**src/rncm_pkg.sv**
```systemverilog
`default_nettype none
package rncm_pkg;

  // default depth of the queue between the front and back parts
  localparam int unsigned QueueDepth = 4;

  // field and datapath widths
  localparam int unsigned ValW    = 16;
  localparam int unsigned ProdW   = 32;
  localparam int unsigned AccW    = 40;
  localparam int unsigned ResW    = 24;
  localparam int unsigned SqW     = 47;
  localparam int unsigned NormW   = 48;
  localparam int unsigned StatusW = 3;

  // configuration port
  localparam int unsigned AddrW = 3;
  localparam int unsigned DataW = 64;
  localparam logic [AddrW-1:0] RegTolerance = 3'd0;

  // status codes
  localparam logic [StatusW-1:0] StIndeterminate = 3'd0;
  localparam logic [StatusW-1:0] StConverging    = 3'd1;
  localparam logic [StatusW-1:0] StDiverging     = 3'd2;
  localparam logic [StatusW-1:0] StConverged     = 3'd3;
  localparam logic [StatusW-1:0] StDiverged      = 3'd4;

  // one classified beat as it waits in the queue
  typedef struct packed {
    logic signed [ProdW-1:0] prod;
    logic signed [ValW-1:0]  rhs;
    logic                    close;
    logic                    mend;
  } rncm_item_t;

endpackage
`default_nettype wire

```
**src/rncm_front.sv**
```systemverilog
`default_nettype none
module rncm_front
  import rncm_pkg::*;
(
  input  wire logic                   push,
  output      logic                   full,
  input  wire logic signed [ValW-1:0] matrix_value_i,
  input  wire logic signed [ValW-1:0] guess_value_i,
  input  wire logic signed [ValW-1:0] rhs_value_i,
  input  wire logic                   row_end_i,
  input  wire logic                   matrix_end_i,
  input  wire logic                   q_full_i,
  output      logic                   q_wr_o,
  output      rncm_item_t             q_item_o
);

  logic signed [ProdW-1:0] prod;

  // exact q8.24 product of matrix and guess element
  assign prod = matrix_value_i * guess_value_i;

  // classify the beat: matrix end also closes the row
  always_comb begin
    q_item_o.prod  = prod;
    q_item_o.rhs   = rhs_value_i;
    q_item_o.close = row_end_i | matrix_end_i;
    q_item_o.mend  = matrix_end_i;
  end

  assign full   = q_full_i;
  assign q_wr_o = push & ~q_full_i;

endmodule
`default_nettype wire

```
**src/rncm_fifo.sv**
```systemverilog
`default_nettype none
module rncm_fifo
  import rncm_pkg::*;
#(
  parameter int unsigned DEPTH = QueueDepth
) (
  input  wire logic       clk_i,
  input  wire logic       rst_ni,
  input  wire logic       wr_i,
  input  wire rncm_item_t wr_item_i,
  output      logic       full_o,
  input  wire logic       rd_i,
  output      rncm_item_t rd_item_o,
  output      logic       empty_o
);

  localparam int unsigned PtrW = (DEPTH > 1) ? $clog2(DEPTH) : 1;
  localparam int unsigned CntW = $clog2(DEPTH + 1);
  localparam logic [PtrW-1:0] LastPtr = PtrW'(DEPTH - 1);
  localparam logic [CntW-1:0] FullCnt = CntW'(DEPTH);

  rncm_item_t            mem_q [DEPTH];
  logic [PtrW-1:0]       wr_ptr_q, wr_ptr_d;
  logic [PtrW-1:0]       rd_ptr_q, rd_ptr_d;
  logic [CntW-1:0]       cnt_q, cnt_d;
  logic                  do_wr, do_rd;

  assign full_o    = (cnt_q == FullCnt);
  assign empty_o   = (cnt_q == '0);
  assign rd_item_o = mem_q[rd_ptr_q];
  assign do_wr     = wr_i & ~full_o;
  assign do_rd     = rd_i & ~empty_o;

  // pointer and fill count update
  always_comb begin
    wr_ptr_d = wr_ptr_q;
    rd_ptr_d = rd_ptr_q;
    cnt_d    = cnt_q;
    if (do_wr) begin
      wr_ptr_d = (wr_ptr_q == LastPtr) ? '0 : wr_ptr_q + 1'b1;
    end
    if (do_rd) begin
      rd_ptr_d = (rd_ptr_q == LastPtr) ? '0 : rd_ptr_q + 1'b1;
    end
    if (do_wr && !do_rd) begin
      cnt_d = cnt_q + 1'b1;
    end else if (!do_wr && do_rd) begin
      cnt_d = cnt_q - 1'b1;
    end
  end

  always_ff @(posedge clk_i or negedge rst_ni) begin
    if (!rst_ni) begin
      wr_ptr_q <= '0;
      rd_ptr_q <= '0;
      cnt_q    <= '0;
    end else begin
      wr_ptr_q <= wr_ptr_d;
      rd_ptr_q <= rd_ptr_d;
      cnt_q    <= cnt_d;
    end
  end

  // storage
  always_ff @(posedge clk_i) begin
    if (do_wr) begin
      mem_q[wr_ptr_q] <= wr_item_i;
    end
  end

endmodule
`default_nettype wire

```
**src/rncm_back.sv**
```systemverilog
`default_nettype none
module rncm_back
  import rncm_pkg::*;
(
  input  wire logic                clk_i,
  input  wire logic                rst_ni,
  input  wire rncm_item_t          q_item_i,
  input  wire logic                q_empty_i,
  output      logic                q_rd_o,
  input  wire logic [NormW-1:0]    tolerance_i,
  output      logic                empty,
  input  wire logic                pop,
  output      logic [StatusW-1:0]  status_o,
  output      logic [NormW-1:0]    norm_squared_o
);

  localparam logic [2:0] SAcc  = 3'd0;
  localparam logic [2:0] SRes  = 3'd1;
  localparam logic [2:0] SSq   = 3'd2;
  localparam logic [2:0] SNorm = 3'd3;
  localparam logic [2:0] SFin  = 3'd4;

  localparam logic signed [AccW-1:0] AccMax = {1'b0, {(AccW-1){1'b1}}};
  localparam logic signed [AccW-1:0] AccMin = {1'b1, {(AccW-1){1'b0}}};
  localparam logic signed [ResW-1:0] ResMax = {1'b0, {(ResW-1){1'b1}}};
  localparam logic signed [ResW-1:0] ResMin = {1'b1, {(ResW-1){1'b0}}};

  logic [2:0]               state_q, state_d;
  logic signed [AccW-1:0]   acc_q, acc_d;
  logic [NormW-1:0]         norm_q, norm_d;
  logic [NormW-1:0]         prev_q, prev_d;
  logic                     ovf_q, ovf_d;
  logic                     valid_q, valid_d;
  logic signed [ValW-1:0]   rhs_q, rhs_d;
  logic                     mend_q, mend_d;
  logic signed [ResW-1:0]   res_q, res_d;
  logic [SqW-1:0]           sq_q, sq_d;
  logic [StatusW-1:0]       status_q, status_d;
  logic [NormW-1:0]         out_norm_q, out_norm_d;

  logic signed [AccW:0]     acc_sum;
  logic signed [AccW+1:0]   resid;
  logic signed [AccW+1:0]   resid_rnd;
  logic signed [AccW-11:0]  resid_q12;
  logic signed [2*ResW-1:0] res_sq;
  logic [NormW:0]           norm_sum;
  logic                     slot_free;

  // datapath terms
  assign acc_sum   = (AccW+1)'(acc_q) + (AccW+1)'(q_item_i.prod);
  assign resid     = (AccW+2)'(acc_q) - ((AccW+2)'(rhs_q) <<< 12);
  assign resid_rnd = resid + (AccW+2)'(2048);
  assign resid_q12 = resid_rnd[AccW+1:12];
  assign res_sq    = res_q * res_q;
  assign norm_sum  = {1'b0, norm_q} + (NormW+1)'(sq_q);
  assign slot_free = ~valid_q | pop;

  assign empty          = ~valid_q;
  assign status_o       = status_q;
  assign norm_squared_o = out_norm_q;

  // sequencer: accumulate, residual, square, norm add, report
  always_comb begin
    state_d    = state_q;
    acc_d      = acc_q;
    norm_d     = norm_q;
    prev_d     = prev_q;
    ovf_d      = ovf_q;
    valid_d    = valid_q;
    rhs_d      = rhs_q;
    mend_d     = mend_q;
    res_d      = res_q;
    sq_d       = sq_q;
    status_d   = status_q;
    out_norm_d = out_norm_q;
    q_rd_o     = 1'b0;

    if (pop && valid_q) begin
      valid_d = 1'b0;
    end

    case (state_q)
      SAcc: begin
        if (!q_empty_i) begin
          q_rd_o = 1'b1;
          if (acc_sum[AccW] != acc_sum[AccW-1]) begin
            acc_d = acc_sum[AccW] ? AccMin : AccMax;
            ovf_d = 1'b1;
          end else begin
            acc_d = acc_sum[AccW-1:0];
          end
          if (q_item_i.close) begin
            rhs_d   = q_item_i.rhs;
            mend_d  = q_item_i.mend;
            state_d = SRes;
          end
        end
      end
      SRes: begin
        // round to q.12 and clamp to 24 bits
        if (resid_q12[AccW-11:ResW-1] != {(AccW-9-ResW){resid_q12[ResW-1]}}) begin
          res_d = resid_q12[AccW-11] ? ResMin : ResMax;
          ovf_d = 1'b1;
        end else begin
          res_d = resid_q12[ResW-1:0];
        end
        acc_d   = '0;
        state_d = SSq;
      end
      SSq: begin
        sq_d    = res_sq[SqW-1:0];
        state_d = SNorm;
      end
      SNorm: begin
        if (norm_sum[NormW]) begin
          norm_d = '1;
          ovf_d  = 1'b1;
        end else begin
          norm_d = norm_sum[NormW-1:0];
        end
        state_d = mend_q ? SFin : SAcc;
      end
      SFin: begin
        if (slot_free) begin
          if (ovf_q) begin
            status_d = StDiverged;
          end else if (norm_q <= tolerance_i) begin
            status_d = StConverged;
          end else if (norm_q < prev_q) begin
            status_d = StConverging;
          end else if (norm_q == prev_q) begin
            status_d = StIndeterminate;
          end else begin
            status_d = StDiverging;
          end
          out_norm_d = norm_q;
          valid_d    = 1'b1;
          prev_d     = norm_q;
          norm_d     = '0;
          ovf_d      = 1'b0;
          state_d    = SAcc;
        end
      end
      default: begin
        state_d = SAcc;
      end
    endcase
  end

  always_ff @(posedge clk_i or negedge rst_ni) begin
    if (!rst_ni) begin
      state_q <= SAcc;
      acc_q   <= '0;
      norm_q  <= '0;
      prev_q  <= '0;
      ovf_q   <= 1'b0;
      valid_q <= 1'b0;
    end else begin
      state_q <= state_d;
      acc_q   <= acc_d;
      norm_q  <= norm_d;
      prev_q  <= prev_d;
      ovf_q   <= ovf_d;
      valid_q <= valid_d;
    end
  end

  // payload registers
  always_ff @(posedge clk_i) begin
    rhs_q      <= rhs_d;
    mend_q     <= mend_d;
    res_q      <= res_d;
    sq_q       <= sq_d;
    status_q   <= status_d;
    out_norm_q <= out_norm_d;
  end

endmodule
`default_nettype wire

```
**src/residual_norm_convergence_monitor_top.sv**
```systemverilog
// the matrix-end beat passes the queue and the accumulate, residual, square, norm add and
//   report states, report waiting for a free output slot, before empty goes low; the back
//   part reads one element beat per cycle while the queue is not empty; a row close stalls
//   it in residual, square, norm add; the queue absorbs bursts of up to QUEUE_DEPTH beats
// reset: asynchronous, active low; clears accumulators, previous norm and tolerance
`default_nettype none
module residual_norm_convergence_monitor_top
  import rncm_pkg::*;
#(
  parameter int unsigned QUEUE_DEPTH = QueueDepth
) (
  input  wire logic                   clk_i,
  input  wire logic                   rst_ni,
  input  wire logic                   psel,
  input  wire logic                   penable,
  input  wire logic                   pwrite,
  input  wire logic [AddrW-1:0]       paddr,
  input  wire logic [DataW-1:0]       pwdata,
  output      logic [DataW-1:0]       prdata,
  output      logic                   pready,
  input  wire logic                   push,
  output      logic                   full,
  input  wire logic signed [ValW-1:0] matrix_value_i,
  input  wire logic signed [ValW-1:0] guess_value_i,
  input  wire logic signed [ValW-1:0] rhs_value_i,
  input  wire logic                   row_end_i,
  input  wire logic                   matrix_end_i,
  output      logic                   empty,
  input  wire logic                   pop,
  output      logic [StatusW-1:0]     status_o,
  output      logic [NormW-1:0]       norm_squared_o
);

  logic [NormW-1:0] tolerance_q;
  logic             q_wr, q_rd, q_full, q_empty;
  rncm_item_t       wr_item, rd_item;

  // configuration register
  assign pready = 1'b1;
  assign prdata = (paddr == RegTolerance) ? DataW'(tolerance_q) : '0;

  always_ff @(posedge clk_i or negedge rst_ni) begin
    if (!rst_ni) begin
      tolerance_q <= '0;
    end else if (psel && penable && pwrite && pready && paddr == RegTolerance) begin
      tolerance_q <= pwdata[NormW-1:0];
    end
  end

  // front: accept and classify beats
  rncm_front u_front (
    .push           (push),
    .full           (full),
    .matrix_value_i (matrix_value_i),
    .guess_value_i  (guess_value_i),
    .rhs_value_i    (rhs_value_i),
    .row_end_i      (row_end_i),
    .matrix_end_i   (matrix_end_i),
    .q_full_i       (q_full),
    .q_wr_o         (q_wr),
    .q_item_o       (wr_item)
  );

  // element queue
  rncm_fifo #(
    .DEPTH (QUEUE_DEPTH)
  ) u_fifo (
    .clk_i     (clk_i),
    .rst_ni    (rst_ni),
    .wr_i      (q_wr),
    .wr_item_i (wr_item),
    .full_o    (q_full),
    .rd_i      (q_rd),
    .rd_item_o (rd_item),
    .empty_o   (q_empty)
  );

  // back: accumulate, close rows, report
  rncm_back u_back (
    .clk_i          (clk_i),
    .rst_ni         (rst_ni),
    .q_item_i       (rd_item),
    .q_empty_i      (q_empty),
    .q_rd_o         (q_rd),
    .tolerance_i    (tolerance_q),
    .empty          (empty),
    .pop            (pop),
    .status_o       (status_o),
    .norm_squared_o (norm_squared_o)
  );

endmodule
`default_nettype wire
```
**config.mk**
```make
export PLATFORM = sky130hd
export DESIGN_NAME = residual_norm_convergence_monitor_top
export DESIGN_NICKNAME = d
export VERILOG_FILES = /design/src/rncm_pkg.sv /design/src/rncm_front.sv /design/src/rncm_fifo.sv /design/src/rncm_back.sv /design/src/residual_norm_convergence_monitor_top.sv
export SDC_FILE = /design/constraint.sdc
export NUM_CORES = 2
export LEC_CHECK = 0
export BUFFER_PORTS_ARGS = -buffer_cell sky130_fd_sc_hd__buf_4
export CAP_MARGIN = 20
export CORE_MARGIN = 4
export CORE_UTILIZATION = 55
export CTS_CLUSTER_DIAMETER = 120
export DETAILED_ROUTE_END_ITERATION = 6
export PLACE_DENSITY = 0.81
export SETUP_SLACK_MARGIN = 0.4
export SLEW_MARGIN = 40
export SYNTH_ARGS = -nofsm -noshare
export SYNTH_HDL_FRONTEND = slang
export SYNTH_SLANG_ARGS = --single-unit
```
**constraint.sdc**
```tcl
create_clock -name clk_i -period 21 [get_ports clk_i]
set_clock_uncertainty 0.15 [all_clocks]
set_input_delay 0 -clock clk_i [delete_from_list [all_inputs] [get_ports clk_i]]
set_output_delay 0 -clock clk_i [all_outputs]
set_load 0.005 [all_outputs]
```
==> impl_metrics.ini <==
[run_status]
violations = negative hold slack
run_status = finished, violations left

[synthesis]
ys.flop_type = edfxtp_1
synth-seq-cells = 534
mappedNetlistArea_um2 = 57600
async_flop_share_pct = 36.7
seq_area_frac_synth_pct = 26.1
netlist_instances = 5648
synthesis.area_per_instance_um2 = 10.2
ys_types = 94
synth_enable_flop_cells = 338
synthesis.yosys.warnings = 0

[grt]
overflow = 0
grt_start_max_net_pins = 96
first_global_vias = 44700
global_route_wire_length_before_repair_um = 228000
number_of_antenna_violations_at_the_first_check_in_global_routing = 0
globalRouteTotalUtil_pct = 25.4

[floorplanning]
core_um2 = 104000
floorplan.io_pins = 242
die-height_um = 332
die-width_um = 332
die_area_um2 = 110000
initial_utilization_pct = 55.5
rows = 118

[timing]
setup_viol = 0
hold_slack_ns = -0.00271
min_period_ns = 8.86
layout_worst_path_cycle_share_pct = 42.2
timing_hold_violations_final = 1
fin_tns_setup_ns = 0
slew_viol_final = 0
rsz0062_at_grt = false
worstMarginPinSlew_ns = 0.809
timing.max_slew.rel_slack_pct = 45.7
max_clock_freq_ghz = 0.113

[critical_path]
wp_data_required_ns = 21.24
critPathLaunchType = register
crit_path_top_delay_cell = a2111oi_1
critPathArrivalTime_ns = 9.10
kind_of_end_point_of_the_critical_path = register
critPathMaxStageDelay_ns = 0.58
maximum_fanout_along_the_worst_path = 26
crit_type = register to register

[worst_hold_path]
holdCritPathClass = input port to register

[clocking]
cts_buffers = 58
path_clk_slew_ns = 0.06
post_cts.repair.setup_buffers = 0
cts_tree = yes
worst_skew_pair.late_latency_ns = 0.66
cts_repair_resize_count = 0
cts.htree.levels = 2
cts_hold_buf = 139
numClockSinks = 534
cts.path.max_buffers = 3
ctsRootBufferMaster = clkbuf_16

[drt]
postRouteAntennaNets = 0
dr.first_iter.drc_count = 2660
vias = 41400
vias_per_cell = 5.64
drt_pre_antenna_iters = 7
routed_wire_length_per_instance_um = 18.8
detail_route.wirelength_um = 138000
drcViolationCount = 0

[layout]
post_route_cells_drive_above_1_share_pct = 7.74
num-nets-final = 7309
insertedDiodeCount = 0
most_frequent_standard_cell_in_the_layout_excluding_fill_and_tap_cells = inv_1
final_cell_mix = inv_1 (1152), fa_1 (820), nand2_1 (533)
syn_to_final_growth_pct = 10.9

[place]
detailed_placement_hpwl_um = 101000
gp_congestion = 0.916
portBuffers = 208

[run]
max-cap-violations = 0
==> worst max-delay path: cells and delay by family (launching register included) <==
kind,cells,cell delay (ns)
buffers and inverters,8,0.94
AND/OR/NAND/NOR,2,0.41
XOR/XNOR,1,0.10
adder cells (fa/ha/maj),8,3.60
flip-flops,1,0.33
AO/OA/AOI/OAI,10,3.05
==> Yosys cell counts (69+ instances only) <==
library cell,count,area [µm²]
edfxtp_1,338,10100
nand3_1,69,345
xor2_1,70,613
inv_1,1154,4330
nor2_1,174,653
xnor2_1,143,1250
ha_1,445,5570
and2_1,284,1780
o21ai_0,251,1260
nand2_1,533,2000
a21o_1,129,968
dfrtp_1,196,4900
clkbuf_1,160,601
fa_1,820,16400
a21oi_1,212,1060
==> worst paths after layout <==
check	start	endpoint	slack, ns	cells after the start
max reg2reg	u_back.res_q[11]	u_back.sq_q[46]	12.14	29
min in group asynchronous	rst_ni	u_back.norm_q[9]	0.46	4
max	u_back.res_q[11]	u_back.sq_q[46]	12.14	29
max in group asynchronous	rst_ni	u_back.prev_q[21]	19.63	4
min	penable	tolerance_q[6]	-0.003	5
min reg2reg	u_back.norm_q[0]	u_back.norm_squared_o[0]	0.34	0
==> per-layer routing <==
metal  part of all wire [%]  routed length (µm)  vias to the layer above  GRT usage (%)
met5                      0                   0                        -              0
met4                    5.2                7190                        0           11.7
met3                    5.8                8070                      460           3.45
met2                     51               70500                     1502           44.8
met1                     38               52200                    20800           31.0
li1                       -                   -                    18700              -
==> area by class of cell <==
class                   instances  area (µm²)
fillers                      7911       39900
multi-input cells            3779       37500
inverters                    1155        4340
well taps                    1380        1730
clock inverters                34         373
repair buffers                392        3330
clock buffers                  76        1580
flip-flops and latches        534       15100
==> cell families after synthesis <==
| group | Yosys count | share of synthesized area, % |
|---|---|---|
| XOR/XNOR | 214 | 3.27 |
| AO/OA/AOI/OAI | 865 | 9.53 |
| flip-flops | 534 | 26.1 |
| adder cells (fa/ha/maj) | 1268 | 38.2 |
| AND/OR/NAND/NOR | 1335 | 11.4 |
| buffers and inverters | 1350 | 8.96 |
| multiplexers | 80 | 2.48 |
| other | 2 | 0.0130 |
==> metrics by stage <==
stage / hold WS (ns) / worst slack, ns / util, % / cell area [µm²] / instances
2_1_floorplan: -0.446 / 13.19 / - / 57700 / 5663
5_1_grt: 0.0343 / 11.75 / 61.5 / 63900 / 7350
4_1_cts: 0.0129 / 12.02 / 61.5 / 63900 / 7350
6_report: -0.00271 / 12.14 / 61.5 / 63900 / 7350
3_3_place_gp: -0.106 / 12.34 / 58.3 / 60500 / 7101
3_5_place_dp: -0.0995 / 12.19 / 58.3 / 60500 / 7101
==> flip-flops by register name, summed over array words and instances, names as in the netlist, 16 cells and up <==
signal and count:
u_back.res_q 24, u_back.acc_q 40, u_back.sq_q 46, u_back.norm_squared_o 48, u_fifo.mem_q 200, tolerance_q 48
u_back.norm_q 48, u_back.rhs_q 16, u_back.prev_q 48
Power is not shown: default switching activity piles up to over one toggle a cycle in this logic, so the estimate is an artifact.
